`config.mk`:
```
export PLATFORM = sky130hd
export DESIGN_NAME = websocket_frame_receiver_top
export DESIGN_NICKNAME = d
export VERILOG_FILES = /design/src/wfr_pkg.sv /design/src/wfr_front.sv /design/src/wfr_queue.sv /design/src/wfr_back.sv /design/src/websocket_frame_receiver_top.sv
export SDC_FILE = /design/constraint.sdc
export NUM_CORES = 1
export LEC_CHECK = 0
export BUFFER_PORTS_ARGS = -buffer_cell sky130_fd_sc_hd__buf_4
export CORE_ASPECT_RATIO = 0.8
export CORE_MARGIN = 1.5
export CORE_UTILIZATION = 60
export DETAILED_ROUTE_END_ITERATION = 8
export PLACE_DENSITY_LB_ADDON = 0.1
export SYNTH_ARGS = -nofsm -noshare
export SYNTH_HDL_FRONTEND = slang
export SYNTH_SLANG_ARGS = --single-unit
```
`constraint.sdc`:
```
create_clock -name clock -period 13 [get_ports clock]
set_clock_uncertainty 0.05 [all_clocks]
set_input_delay 1.3 -clock clock [delete_from_list [all_inputs] [get_ports clock]]
set_output_delay 1.3 -clock clock [all_outputs]
set_load 0.02 [all_outputs]
```
`src/wfr_pkg.sv`:
```
// ----------------------------------------------------------------------------
// wfr_pkg
// Types, constants and opcode helpers shared by the frame receiver modules.
// ----------------------------------------------------------------------------
package wfr_pkg;

   // Frame opcodes.
   localparam logic [3:0] OP_CONT   = 4'h0;
   localparam logic [3:0] OP_TEXT   = 4'h1;
   localparam logic [3:0] OP_BINARY = 4'h2;
   localparam logic [3:0] OP_CLOSE  = 4'h8;
   localparam logic [3:0] OP_PING   = 4'h9;
   localparam logic [3:0] OP_PONG   = 4'hA;

   // Seven-bit length codes that announce an extended length.
   localparam logic [6:0] LEN_CODE_EXT16 = 7'd126;
   localparam logic [6:0] LEN_CODE_EXT64 = 7'd127;

   // Header byte counts.
   localparam int unsigned HDR_CNT_W = 4;
   localparam logic [HDR_CNT_W-1:0] EXT16_BYTES = 4'd2;
   localparam logic [HDR_CNT_W-1:0] EXT64_BYTES = 4'd8;
   localparam logic [HDR_CNT_W-1:0] KEY_BYTES   = 4'd4;
   localparam logic [HDR_CNT_W-1:0] CNT_ZERO    = 4'd0;
   localparam logic [HDR_CNT_W-1:0] CNT_ONE     = 4'd1;

   // Queue between parser and output stage.
   localparam int unsigned QUEUE_DEPTH = 2;
   localparam int unsigned QUEUE_PTR_W = $clog2(QUEUE_DEPTH);
   localparam int unsigned QUEUE_CNT_W = $clog2(QUEUE_DEPTH + 1);

   typedef enum logic [2:0] {
      PH_HDR0 = 3'd0,
      PH_HDR1 = 3'd1,
      PH_EXT  = 3'd2,
      PH_KEY  = 3'd3,
      PH_PAY  = 3'd4
   } phase_type;

   // One classified event from the parser: a payload byte still masked,
   // the key byte that unmasks it, and the frame context.
   typedef struct packed {
      logic [7:0] raw_byte;
      logic [7:0] key_byte;
      logic       has_byte;
      logic       frame_end;
      logic [3:0] opcode;
      logic       fin;
   } queue_entry_type;

   function automatic logic is_data(input logic [3:0] op);
      return (op == OP_CONT) || (op == OP_TEXT) || (op == OP_BINARY);
   endfunction

   function automatic logic is_delivered(input logic [3:0] op);
      return is_data(op) || (op == OP_PING);
   endfunction

   function automatic logic is_close(input logic [3:0] op);
      return !is_delivered(op) && (op != OP_PONG);
   endfunction

endpackage

```
`src/wfr_front.sv`:
```
// ----------------------------------------------------------------------------
// wfr_front
// Header parser: walks each received byte through the frame header, tracks
// length and masking key, and pushes classified payload events to the queue.
// ----------------------------------------------------------------------------
module wfr_front #(
   parameter int unsigned LENGTH_BITS = 64
) (
   input  logic                     clock,
   input  logic                     reset,
   input  logic                     accept,
   input  logic [7:0]               rx_byte,
   output logic                     push,
   output wfr_pkg::queue_entry_type entry
);
   import wfr_pkg::*;

   phase_type              phase_ff, phase_in;
   logic [HDR_CNT_W-1:0]   cnt_ff, cnt_in, cnt_dec;
   logic                   fin_ff, fin_in;
   logic [3:0]             opcode_ff, opcode_in;
   logic                   mask_ff, mask_in;
   logic [31:0]            key_ff, key_in;
   logic [LENGTH_BITS-1:0] len_ff, len_in, len_shift, len_dec;
   logic [1:0]             kpos_ff, kpos_in;
   logic [6:0]             len_code;
   logic [7:0]             key_byte;
   logic                   deliver;
   logic                   last;

   always_ff @(posedge clock) begin
      if (reset) begin
         phase_ff  <= PH_HDR0;
         cnt_ff    <= CNT_ZERO;
         fin_ff    <= 1'b0;
         opcode_ff <= OP_CONT;
         mask_ff   <= 1'b0;
         key_ff    <= '0;
         len_ff    <= '0;
         kpos_ff   <= 2'd0;
      end else begin
         phase_ff  <= phase_in;
         cnt_ff    <= cnt_in;
         fin_ff    <= fin_in;
         opcode_ff <= opcode_in;
         mask_ff   <= mask_in;
         key_ff    <= key_in;
         len_ff    <= len_in;
         kpos_ff   <= kpos_in;
      end
   end

   always_comb begin
      case (kpos_ff)
         2'd0:    key_byte = key_ff[31:24];
         2'd1:    key_byte = key_ff[23:16];
         2'd2:    key_byte = key_ff[15:8];
         default: key_byte = key_ff[7:0];
      endcase
   end

   assign len_code  = rx_byte[6:0];
   assign len_shift = {len_ff[LENGTH_BITS-9:0], rx_byte};
   assign len_dec   = len_ff - LENGTH_BITS'(1);
   assign cnt_dec   = cnt_ff - CNT_ONE;
   assign deliver   = is_delivered(opcode_ff);
   assign last      = (len_ff == LENGTH_BITS'(1));

   always_comb begin
      phase_in  = phase_ff;
      cnt_in    = cnt_ff;
      fin_in    = fin_ff;
      opcode_in = opcode_ff;
      mask_in   = mask_ff;
      key_in    = key_ff;
      len_in    = len_ff;
      kpos_in   = kpos_ff;
      push      = 1'b0;

      entry.raw_byte  = rx_byte;
      entry.key_byte  = key_byte;
      entry.has_byte  = 1'b0;
      entry.frame_end = 1'b0;
      entry.opcode    = opcode_ff;
      entry.fin       = fin_ff;

      if (accept) begin
         case (phase_ff)
            PH_HDR1: begin
               mask_in = rx_byte[7];
               if (len_code == LEN_CODE_EXT16) begin
                  len_in   = '0;
                  phase_in = PH_EXT;
                  cnt_in   = EXT16_BYTES;
               end else if (len_code == LEN_CODE_EXT64) begin
                  len_in   = '0;
                  phase_in = PH_EXT;
                  cnt_in   = EXT64_BYTES;
               end else begin
                  len_in = LENGTH_BITS'(len_code);
                  if (rx_byte[7]) begin
                     phase_in = PH_KEY;
                     cnt_in   = KEY_BYTES;
                  end else if (len_code == 7'd0) begin
                     phase_in        = PH_HDR0;
                     push            = 1'b1;
                     entry.frame_end = 1'b1;
                  end else begin
                     phase_in = PH_PAY;
                  end
               end
            end
            PH_EXT: begin
               len_in = len_shift;
               cnt_in = cnt_dec;
               if (cnt_dec == CNT_ZERO) begin
                  if (mask_ff) begin
                     phase_in = PH_KEY;
                     cnt_in   = KEY_BYTES;
                  end else if (len_shift == '0) begin
                     phase_in        = PH_HDR0;
                     push            = 1'b1;
                     entry.frame_end = 1'b1;
                  end else begin
                     phase_in = PH_PAY;
                  end
               end
            end
            PH_KEY: begin
               key_in = {key_ff[23:0], rx_byte};
               cnt_in = cnt_dec;
               if (cnt_dec == CNT_ZERO) begin
                  if (len_ff == '0) begin
                     phase_in        = PH_HDR0;
                     push            = 1'b1;
                     entry.frame_end = 1'b1;
                  end else begin
                     phase_in = PH_PAY;
                  end
               end
            end
            PH_PAY: begin
               kpos_in = kpos_ff + 2'd1;
               len_in  = len_dec;
               if (last) begin
                  phase_in = PH_HDR0;
               end
               push            = deliver || last;
               entry.has_byte  = deliver;
               entry.frame_end = last;
            end
            default: begin
               // First header byte; unused phase codes restart here as well.
               fin_in    = rx_byte[7];
               opcode_in = rx_byte[3:0];
               mask_in   = 1'b0;
               key_in    = '0;
               kpos_in   = 2'd0;
               cnt_in    = CNT_ZERO;
               len_in    = '0;
               phase_in  = PH_HDR1;
            end
         endcase
      end
   end

endmodule

```
`src/wfr_queue.sv`:
```
// ----------------------------------------------------------------------------
// wfr_queue
// Two-entry queue that decouples the parser from the output stage.
// ----------------------------------------------------------------------------
module wfr_queue (
   input  logic                     clock,
   input  logic                     reset,
   input  logic                     push,
   input  wfr_pkg::queue_entry_type push_entry,
   output logic                     full,
   input  logic                     pop,
   output logic                     not_empty,
   output wfr_pkg::queue_entry_type head_entry
);
   import wfr_pkg::*;

   queue_entry_type        slots_ff [QUEUE_DEPTH];
   logic [QUEUE_PTR_W-1:0] wr_ptr_ff, wr_ptr_in;
   logic [QUEUE_PTR_W-1:0] rd_ptr_ff, rd_ptr_in;
   logic [QUEUE_CNT_W-1:0] count_ff, count_in;
   logic                   do_push;
   logic                   do_pop;

   assign full       = (count_ff == QUEUE_CNT_W'(QUEUE_DEPTH));
   assign not_empty  = (count_ff != '0);
   assign do_push    = push && !full;
   assign do_pop     = pop && not_empty;
   assign head_entry = slots_ff[rd_ptr_ff];

   always_comb begin
      wr_ptr_in = wr_ptr_ff;
      rd_ptr_in = rd_ptr_ff;
      count_in  = count_ff;
      if (do_push) begin
         wr_ptr_in = (wr_ptr_ff == QUEUE_PTR_W'(QUEUE_DEPTH - 1)) ? '0 :
                     QUEUE_PTR_W'(wr_ptr_ff + 1'b1);
      end
      if (do_pop) begin
         rd_ptr_in = (rd_ptr_ff == QUEUE_PTR_W'(QUEUE_DEPTH - 1)) ? '0 :
                     QUEUE_PTR_W'(rd_ptr_ff + 1'b1);
      end
      if (do_push && !do_pop) begin
         count_in = count_ff + 1'b1;
      end else if (do_pop && !do_push) begin
         count_in = count_ff - 1'b1;
      end
   end

   always_ff @(posedge clock) begin
      if (reset) begin
         wr_ptr_ff <= '0;
         rd_ptr_ff <= '0;
         count_ff  <= '0;
      end else begin
         wr_ptr_ff <= wr_ptr_in;
         rd_ptr_ff <= rd_ptr_in;
         count_ff  <= count_in;
      end
   end

   always_ff @(posedge clock) begin
      if (do_push) begin
         slots_ff[wr_ptr_ff] <= push_entry;
      end
   end

endmodule

```
`src/wfr_back.sv`:
```
// ----------------------------------------------------------------------------
// wfr_back
// Output stage: unmasks the payload byte, derives the message and close
// marks, and holds the result in a register until it is transferred.
// ----------------------------------------------------------------------------
module wfr_back (
   input  logic                     clock,
   input  logic                     reset,
   input  logic                     head_valid,
   input  wfr_pkg::queue_entry_type head_entry,
   output logic                     pop,
   output logic                     rsp_valid,
   input  logic                     rsp_ready,
   output logic [7:0]               rsp_payload_byte,
   output logic                     rsp_has_byte,
   output logic [3:0]               rsp_frame_opcode,
   output logic                     rsp_final_fragment,
   output logic                     rsp_frame_end,
   output logic                     rsp_message_end,
   output logic                     rsp_close_request
);
   import wfr_pkg::*;

   logic       valid_ff, valid_in;
   logic [7:0] byte_ff, byte_in;
   logic       has_ff, has_in;
   logic [3:0] opcode_ff, opcode_in;
   logic       fin_ff, fin_in;
   logic       end_ff, end_in;
   logic       msg_end_ff, msg_end_in;
   logic       close_ff, close_in;
   logic       load;

   // The register takes a new result when it is empty or being drained.
   assign load = !valid_ff || rsp_ready;
   assign pop  = load && head_valid;

   always_comb begin
      valid_in   = load ? head_valid : valid_ff;
      byte_in    = head_entry.has_byte ? (head_entry.raw_byte ^ head_entry.key_byte) : 8'd0;
      has_in     = head_entry.has_byte;
      opcode_in  = head_entry.opcode;
      fin_in     = head_entry.fin;
      end_in     = head_entry.frame_end;
      msg_end_in = head_entry.frame_end && head_entry.fin && is_data(head_entry.opcode);
      close_in   = head_entry.frame_end && is_close(head_entry.opcode);
   end

   always_ff @(posedge clock) begin
      if (reset) begin
         valid_ff <= 1'b0;
      end else begin
         valid_ff <= valid_in;
      end
   end

   always_ff @(posedge clock) begin
      if (pop) begin
         byte_ff    <= byte_in;
         has_ff     <= has_in;
         opcode_ff  <= opcode_in;
         fin_ff     <= fin_in;
         end_ff     <= end_in;
         msg_end_ff <= msg_end_in;
         close_ff   <= close_in;
      end
   end

   assign rsp_valid          = valid_ff;
   assign rsp_payload_byte   = byte_ff;
   assign rsp_has_byte       = has_ff;
   assign rsp_frame_opcode   = opcode_ff;
   assign rsp_final_fragment = fin_ff;
   assign rsp_frame_end      = end_ff;
   assign rsp_message_end    = msg_end_ff;
   assign rsp_close_request  = close_ff;

endmodule

```
`src/websocket_frame_receiver_top.sv`:
```
// ----------------------------------------------------------------------------
// websocket_frame_receiver_top
// Frame receiver: parses frame headers and delivers unmasked payload bytes.
// ----------------------------------------------------------------------------
// The block takes one received byte per clock cycle, sustained, for as long
// as results are taken at the same pace. The header parser handles each byte
// in the cycle it is transferred and hands payload and frame-end events to a
// two-entry queue; an output register then presents them. req_ready drops
// only when the queue is full, which happens only while rsp_ready is held
// low. Header bytes and dropped payload bytes produce no result, except the
// byte that ends a frame, which always yields a frame-end result.
module websocket_frame_receiver_top #(
   parameter int unsigned LENGTH_BITS = 64
) (
   input  logic       clock,
   input  logic       reset,
   input  logic       req_valid,
   output logic       req_ready,
   input  logic [7:0] req_rx_byte,
   output logic       rsp_valid,
   input  logic       rsp_ready,
   output logic [7:0] rsp_payload_byte,
   output logic       rsp_has_byte,
   output logic [3:0] rsp_frame_opcode,
   output logic       rsp_final_fragment,
   output logic       rsp_frame_end,
   output logic       rsp_message_end,
   output logic       rsp_close_request
);
   import wfr_pkg::*;

   queue_entry_type push_entry;
   queue_entry_type head_entry;
   logic            push;
   logic            full;
   logic            head_valid;
   logic            pop;
   logic            accept;

   assign req_ready = !full;
   assign accept    = req_valid && !full;

   wfr_front #(
      .LENGTH_BITS(LENGTH_BITS)
   ) u_front (
      .clock   (clock),
      .reset   (reset),
      .accept  (accept),
      .rx_byte (req_rx_byte),
      .push    (push),
      .entry   (push_entry)
   );

   wfr_queue u_queue (
      .clock      (clock),
      .reset      (reset),
      .push       (push),
      .push_entry (push_entry),
      .full       (full),
      .pop        (pop),
      .not_empty  (head_valid),
      .head_entry (head_entry)
   );

   wfr_back u_back (
      .clock              (clock),
      .reset              (reset),
      .head_valid         (head_valid),
      .head_entry         (head_entry),
      .pop                (pop),
      .rsp_valid          (rsp_valid),
      .rsp_ready          (rsp_ready),
      .rsp_payload_byte   (rsp_payload_byte),
      .rsp_has_byte       (rsp_has_byte),
      .rsp_frame_opcode   (rsp_frame_opcode),
      .rsp_final_fragment (rsp_final_fragment),
      .rsp_frame_end      (rsp_frame_end),
      .rsp_message_end    (rsp_message_end),
      .rsp_close_request  (rsp_close_request)
   );

endmodule

```
==> flow_summary.json, run 1 <==
{
  "grt_pass1_wl_um": 37300,
  "worst_path_max_delay_cell": "nor2b_2",
  "fin_tns_setup_ns": 0,
  "clk_path_buf_depth": 2,
  "clkTransAtPathRegs_ns": 0.06,
  "dpl_cell_area_um2": 9180,
  "fillers": 1163,
  "ys_seq_elements": 180,
  "synthCells": 994,
  "die-height_um": 112,
  "hp-class": "flop to flop",
  "instances_no_fill": 1186,
  "fin_area_um2": 9760,
  "drive_gt1_frac": 0.0878,
  "cts_tree": "yes",
  "io_pins": 31,
  "hold_viol_final": 0,
  "cts_setup_buffers": 0,
  "min_period_ns": 4.98,
  "ant_nets": 0,
  "area_growth_pct": 10.3,
  "start_util": 0.617,
  "r2r-end": "u_queue.slots_ff[0][21]",
  "cpMostUsedCell": "nor2_1",
  "clk_latency_ns": 0.43,
  "drt-pass1-iter-count": 7,
  "cp.arrival_ns": 4.98,
  "grt_use_total": 0.303,
  "synth_warnings": 0,
  "dieArea_um2": 15500,
  "cts_root_buf": "clkbuf_16",
  "holdPathEnd": "u_front.key_ff[28]",
  "path_cells": "nor2_1 -> and2_1 -> nand2_1 -> a2111oi_0 -> nor2_1 -> a21oi_2 -> nor2b_2",
  "dr_wl_met2_um": 9810,
  "drt_iter0_markers": 1116,
  "finalSetupViolations": 0,
  "grt_pass1_vias": 6896,
  "postRouteWirelength_um": 23100,
  "cp.required_ns": 13.00,
  "start_kind": "flop",
  "syn_area_per_cell_um2": 8.91,
  "grt_overflow": 0,
  "worst_setup_path_end_kind": "flop",
  "slew_violations": 0,
  "async_flop_share": 0,
  "drc": 0,
  "met1Wirelength_um": 10800,
  "regToRegSetupSlack_ns": 8.02,
  "htreeDepth": 4,
  "cts.hold.buffers_added": 0,
  "powerDensity_nw_per_um2": 179,
  "p_leak_nw": 3.45,
  "cp_top_family": "simple AND/OR/NAND/NOR gates",
  "dp_hpwl_um": 15000,
  "max_freq_ghz": 0.201,
  "yosys_most_used_dff": "dfxtp_1",
  "io_buffer_count": 30,
  "worst_r2r_path_depth": 7,
  "status": "complete, no violations",
  "min_path_cells": 2,
  "max-cap-violations": 0,
  "place_inst": 1154,
  "grt_max_degree": 52,
  "path_class": "flop to flop",
  "cts_buffers": 17,
  "vias_per_cell": 6.56,
  "slew_headroom": 0.216,
  "syn_area_um2": 8860,
  "cts_resized": 0,
  "max_stage_delay_ns": 0.96,
  "peakVddDrop_uv": 140,
  "grt_antenna_before_repair": 0,
  "antenna_cells": 0,
  "multi_input_area_um2": 4320,
  "syn_nets": 1016,
  "nets": 1011,
  "critical_path_buf_inv_count": 0,
  "post-route-period-util": 0.383,
  "routedWlPerCell_um": 19.5,
  "top_layer": "met4",
  "synth_edf_count": 63,
  "clkSinkCount": 180,
  "crit_fanout": 25,
  "die_w_um": 139,
  "worst_pin_slew_ns": 1.17,
  "rows": 39,
  "rsz0062_at_grt": "no",
  "synth_seq_area_share": 0.478,
  "globalplace.congestion": 0.905,
  "core_area_um2": 14300,
  "reg2reg_from": "u_front.phase_ff[0]",
  "min-delay-start": "u_front.key_ff[28]",
  "synth.distinct_cells": 61,
  "routed-via-count": 7781,
  "wl_met3_um": 2220,
  "regArea_um2": 4230
}
[cell usage after synthesis, types with 6 or more instances]
| cell type | count | area (um^2) |
|---|---|---|
| o21ai_0 | 66 | 330 |
| o22ai_1 | 9 | 56.3 |
| nand3b_1 | 6 | 45.0 |
| a211oi_1 | 11 | 82.6 |
| nor4_1 | 24 | 150 |
| ha_1 | 10 | 125 |
| dfxtp_1 | 117 | 2340 |
| nand2b_1 | 8 | 50.1 |
| inv_1 | 24 | 90.1 |
| and2_1 | 7 | 43.8 |
| nand2_1 | 89 | 334 |
| nor3_1 | 33 | 165 |
| and3_1 | 11 | 68.8 |
| clkbuf_1 | 62 | 233 |
| a22oi_1 | 24 | 180 |
| mux2i_1 | 17 | 170 |
| a21o_1 | 6 | 45.0 |
| nand4_1 | 8 | 50.1 |
| nor2_1 | 92 | 345 |
| edfxtp_1 | 63 | 1890 |
| nand3_1 | 59 | 295 |
| a222oi_1 | 9 | 90.1 |
| or3_1 | 12 | 75.1 |
| a21oi_1 | 91 | 455 |
| a31oi_1 | 11 | 68.8 |
| xor2_1 | 20 | 175 |
| a22o_1 | 7 | 61.3 |
| nor2b_1 | 10 | 62.6 |
| xnor2_1 | 19 | 166 |
| or4_1 | 6 | 45.0 |
[flip-flops by register name, indices dropped and copies added (netlist names), named ones only]
name                       cells
u_back.rsp_final_fragment      1
u_queue.rd_ptr_ff              1
u_back.rsp_frame_opcode        4
u_queue.slots_ff              46
u_front.phase_ff               3
u_front.key_ff                32
u_back.rsp_has_byte            1
u_front.kpos_ff                2
u_front.fin_ff                 1
u_front.opcode_ff              4
u_front.len_ff                64
u_back.rsp_close_request       1
u_back.rsp_message_end         1
u_back.rsp_payload_byte        8
u_back.rsp_valid               1
u_front.cnt_ff                 4
u_queue.count_ff               2
u_back.rsp_frame_end           1
u_front.mask_ff                1
u_queue.wr_ptr_ff              1
[through the flow]
step | hold slack (ns) | setup slack [ns] | util | power (W)
6_report | 0.406 | 8.02 | 0.681 | 0.00175
5_1_grt | 0.410 | 7.60 | 0.681 | 0.00184
4_1_cts | 0.402 | 8.09 | 0.681 | 0.00174
3_5_place_dp | 0.394 | 8.08 | 0.640 | 0.00124
3_3_place_gp | 0.387 | 8.31 | 0.640 | 0.00123
2_1_floorplan | 0.375 | 8.89 | - | 0.00107
[cell families after synthesis]
logic type / synth area share
XOR/XNOR: 0.0386
multiplexers: 0.0268
adder cells (fa/ha/maj): 0.0141
AO/OA/AOI/OAI: 0.188
AND/OR/NAND/NOR: 0.216
flip-flops: 0.478
buffers and inverters: 0.0387
[worst min-delay path, delay by kind of cell, from the launching register on]
kind	cells	cell delay (ns)
DFF	1	0.31
and+or+nand+nor	1	0.05
AOI/OAI and AO/OA	1	0.05
[worst max-delay path by stage]
stage / from / end / slack (ns) / cells after the start
after floorplan: req_valid / u_queue.slots_ff[0][0] / 8.89 / 7
after global placement: u_front.phase_ff[0] / u_queue.slots_ff[0][19] / 8.31 / 7
after detailed placement: u_front.phase_ff[0] / u_queue.slots_ff[0][17] / 8.08 / 7
after CTS: u_front.phase_ff[0] / u_queue.slots_ff[0][19] / 8.09 / 7
after global routing: u_front.phase_ff[0] / u_queue.slots_ff[0][0] / 7.60 / 7
final: u_front.phase_ff[0] / u_queue.slots_ff[0][21] / 8.02 / 7
[metal layers]
layer,up-vias,GRT usage
met2,384,0.430
met3,36,0.0619
met4,0,0.0854
met1,3688,0.469
li1,3673,-
met5,-,0
[cells in the final DEF, fill, tap and decap left out, drive strengths merged, types with 4 or more instances in the layout]
cell type  count
a31oi         11
clkinv         6
o21ai         66
o22ai          9
a21o           6
buf           41
xnor2         19
a21oi         92
edfxtp        63
clkbuf        20
nand4          8
or4            8
nor3b          5
nand3b         6
o211ai         4
nor2          92
a221o          4
a221oi         5
ha            10
nand2         89
o311ai         4
mux2           6
or3           13
a32oi          4
nor3          33
a22o           7
nand2b         8
nand3         59
dfxtp        117
and3          11
a211oi        11
xor2          20
nor2b         10
mux2i         17
a22oi         24
and2           7
nor4          25
a222oi         9
inv           25
[where the power goes]
part	switching (W)	internal, W	total (W)	leakage, nW
clock	0.000220	0.000293	0.000513	0.275
combinational	0.000374	0.000184	0.000558	1.64
sequential	0.0000447	0.000637	0.000682	1.53
[cell type report]
class,count,share of cell area
multi-input combinational,725,0.442
sequential,180,0.434
clock buffer,20,0.0468
timing repair buffer,41,0.0315
tap,184,0.0236
clock inverter,12,0.0132
inverter,24,0.00923
No activity file was read; power rests on OpenSTA's default activity.
==> run 2: changes to the inputs <==
- ABC_AREA: unset -> 1
- CORE_UTILIZATION: 60 -> 57
- clock period: 13 -> 4.45 ns (I/O delays scaled with it)
==> run 2 against run 1 <==
Compared with the run above: clock power grew to 2.9 times the previous value; register-to-register slack worse by 6.4 ns; synthesized cell count increased by 39%; non-clock buffer count decreased by 1; area after synthesis up 11%; fmax rose by 78%; combinational power grew to 4.4 times the previous value; sequential share of layout area decreased by 3.9 points; cell area rose by 9.9%; hold slack got worse by 0.23 ns; global-route usage up 0.35 points; setup slack lost 6.4 ns.
==> flow_summary.json, run 2 <==
{
  "status": "complete, no violations",
  "power_frac_clock": 0.247,
  "syn_area_per_cell_um2": 7.11,
  "synth_warnings": 0,
  "crit_fanout": 23,
  "crit_start": "u_front.len_ff[54]",
  "clk_latency_ns": 0.44,
  "max-cap-violations": 0,
  "syn_nets": 1406,
  "drt-pass1-iter-count": 6,
  "yosys_most_used_dff": "dfxtp_1",
  "grt_pass1_wl_um": 43300,
  "path_class": "flop to flop",
  "largest_reg_flops": 64,
  "ys_seq_elements": 180,
  "cts_buffers": 17,
  "powerDensity_nw_per_um2": 554,
  "vias_per_cell": 5.81,
  "clkTransAtPathRegs_ns": 0.07,
  "largest_registers": "u_front.len_ff (64), u_queue.slots_ff (46), u_front.key_ff (32)",
  "power.total_w": 0.00594,
  "grt_antenna_before_repair": 0,
  "cts_resized": 0,
  "io_pins": 31,
  "rsz0062_at_grt": "no",
  "cp.required_ns": 4.46,
  "grt_pass1_vias": 8185,
  "start_util": 0.589,
  "slew_headroom": 0.395,
  "switching_power_w": 0.00260,
  "area_growth_pct": 9.06,
  "die_w_um": 150,
  "globalplace.congestion": 0.946,
  "worst_setup_path_end_kind": "flop",
  "regMostFlops": "u_front.len_ff",
  "drc": 0,
  "post-route-period-util": 0.628,
  "clk_path_buf_depth": 2,
  "routed-via-count": 9426,
  "final_cell_mix": "383 x nand2_1, 173 x nor2_1, 157 x a21oi_1, 117 x dfxtp_1, 104 x inv_1",
  "hold_viol_final": 0,
  "swShare": 0.438,
  "start_kind": "flop",
  "fillers": 1512,
  "antenna_cells": 0,
  "synth_top_area_share": 0.238,
  "yosysMostFrequentCell": "nand2_1",
  "worst_r2r_path_depth": 13,
  "mostFrequentLayoutCell": "nand2_1",
  "cp.arrival_ns": 2.81,
  "grt_overflow": 0,
  "max_freq_ghz": 0.358,
  "async_flop_share": 0,
  "grt_max_degree": 69,
  "p_seq_frac": 0.337,
  "cts.hold.buffers_added": 0,
  "io_buffer_count": 30,
  "slew_violations": 0,
  "htreeDepth": 4,
  "drive_gt1_frac": 0.0820,
  "peakVddDrop_uv": 290,
  "synthCells": 1384,
  "synth.largest_area_cell": "dfxtp_1",
  "routedWlPerCell_um": 16.5,
  "critPathCapture": "u_queue.slots_ff[1][4]",
  "syn_area_um2": 9840,
  "r2r-end": "u_queue.slots_ff[1][4]",
  "core_area_um2": 16700,
  "fin_tns_setup_ns": 0,
  "finalSetupViolations": 0,
  "max_stage_delay_ns": 0.68,
  "cts_root_buf": "clkbuf_16",
  "synth_edf_count": 63,
  "p_leak_nw": 4.31,
  "yosys-top-cells-area": "dfxtp_1 24%, edfxtp_1 19%, nand2_1 15%",
  "grt_use_total": 0.307,
  "ant_nets": 0,
  "dp_hpwl_um": 18500,
  "cts_setup_buffers": 0,
  "min_period_ns": 2.80,
  "postRouteWirelength_um": 26800,
  "cpMostUsedCell": "nand2_1",
  "worst_pin_slew_ns": 0.906,
  "path_cells": "nor2_1 -> nand2_1 -> nor2_1 -> nand2_1 -> nor2_4 -> nand2_1 -> nand2_1 -> nand2_1 -> nand2_1 -> inv_1 -> nand3_1 -> nand3_1 -> inv_1",
  "die-height_um": 120,
  "synth.distinct_cells": 37,
  "worst_path_max_delay_cell": "inv_1",
  "nets": 1412,
  "synth_seq_area_share": 0.430,
  "synthTopCellsByCount": "383 x nand2_1, 174 x nor2_1, 159 x a21oi_1",
  "hp-class": "primary input to flop",
  "clkSinkCount": 180,
  "p_int_w": 0.00334,
  "regToRegSetupSlack_ns": 1.65,
  "combPwrFrac": 0.416,
  "dieArea_um2": 18100,
  "cts_tree": "yes",
  "reg2reg_from": "u_front.len_ff[54]",
  "rows": 42,
  "drt_iter0_markers": 991
}
==> run 2: cell count changes after synthesis, sizes merged, moves of 13 or more <==
cell    delta
nand3     +39
mux2i     -17
buf       +28
nand2    +298
a21oi     +67
nor2      +98
clkbuf    -40
nor3      -21
nor4      -25
inv       +91
or3       -13
o21ai     +28
a22oi     -24
==> run 2: per-layer routing <==
layer / vias to the layer above / wire, um / track usage
met5: - / 0 / 0
met4: 0 / 219 / 0.0551
met3: 23 / 3080 / 0.0770
met2: 451 / 10800 / 0.416
met1: 4336 / 12700 / 0.488
li1: 4616 / - / -
==> run 2: logic make-up after synthesis <==
| logic type | after synthesis | share of synthesized area |
|---|---|---|
| simple gates | 704 | 0.303 |
| xor+xnor | 23 | 0.0205 |
| compound gates | 299 | 0.163 |
| buf+inv | 168 | 0.0711 |
| fa+ha+maj | 10 | 0.0127 |
| flops | 180 | 0.430 |
==> run 2: worst min path at each step <==
| stage | from | to | slack (ns) | cells after the start |
|---|---|---|---|---|
| after floorplan | u_front.fin_ff | u_queue.slots_ff[0][0] | 0.37 | 0 |
| after global placement | u_queue.rd_ptr_ff | u_queue.rd_ptr_ff | 0.39 | 1 |
| after detailed placement | u_queue.rd_ptr_ff | flop | 0.40 | 1 |
| after CTS | req_rx_byte[7] | u_queue.slots_ff[0][22] | 0.17 | 1 |
| after global routing | req_rx_byte[7] | u_queue.slots_ff[0][22] | 0.17 | 1 |
| final | req_rx_byte[7] | u_queue.slots_ff[0][22] | 0.18 | 1 |
==> run 2: cell type report <==
class | count | area, um^2 | share of cell area
Inverter | 115 | 432 | 0.0402
Tap cell | 220 | 275 | 0.0257
Timing Repair Buffer | 40 | 300 | 0.0280
Clock inverter | 14 | 139 | 0.0129
Multi-Input combinational cell | 1036 | 4920 | 0.458
Clock buffer | 18 | 429 | 0.0400
Sequential cell | 180 | 4230 | 0.395
==> run 2: worst max-delay path, delay by kind of cell, from the launching register on <==
family	cells	cell delay (ns)
AND/OR/NAND/NOR	11	1.28
buffers and inverters	2	0.72
flip-flops	1	0.36
==> run 2: power groups by stage <==
stage | Sequential (W) | Clock [W] | Combinational (W)
after global routing | 0.00202 | 0.00154 | 0.00272
after detailed placement | 0.00203 | 0 | 0.00238
final | 0.00200 | 0.00147 | 0.00247
after floorplan | 0.00211 | 0 | 0.00163
after CTS | 0.00200 | 0.00149 | 0.00240
after global placement | 0.00203 | 0 | 0.00234
==> run 2: through the flow <==
step | instance area [um^2] | cells | hold WS, ns | setup slack, ns | utilization
after CTS | 10700 | 1623 | 0.167 | 1.71 | 0.642
after global placement | 10200 | 1591 | 0.387 | 1.73 | 0.608
after global routing | 10700 | 1623 | 0.168 | 1.38 | 0.642
after floorplan | 9840 | 1384 | 0.370 | 1.50 | -
final | 10700 | 1623 | 0.180 | 1.65 | 0.642
after detailed placement | 10200 | 1591 | 0.401 | 1.68 | 0.608
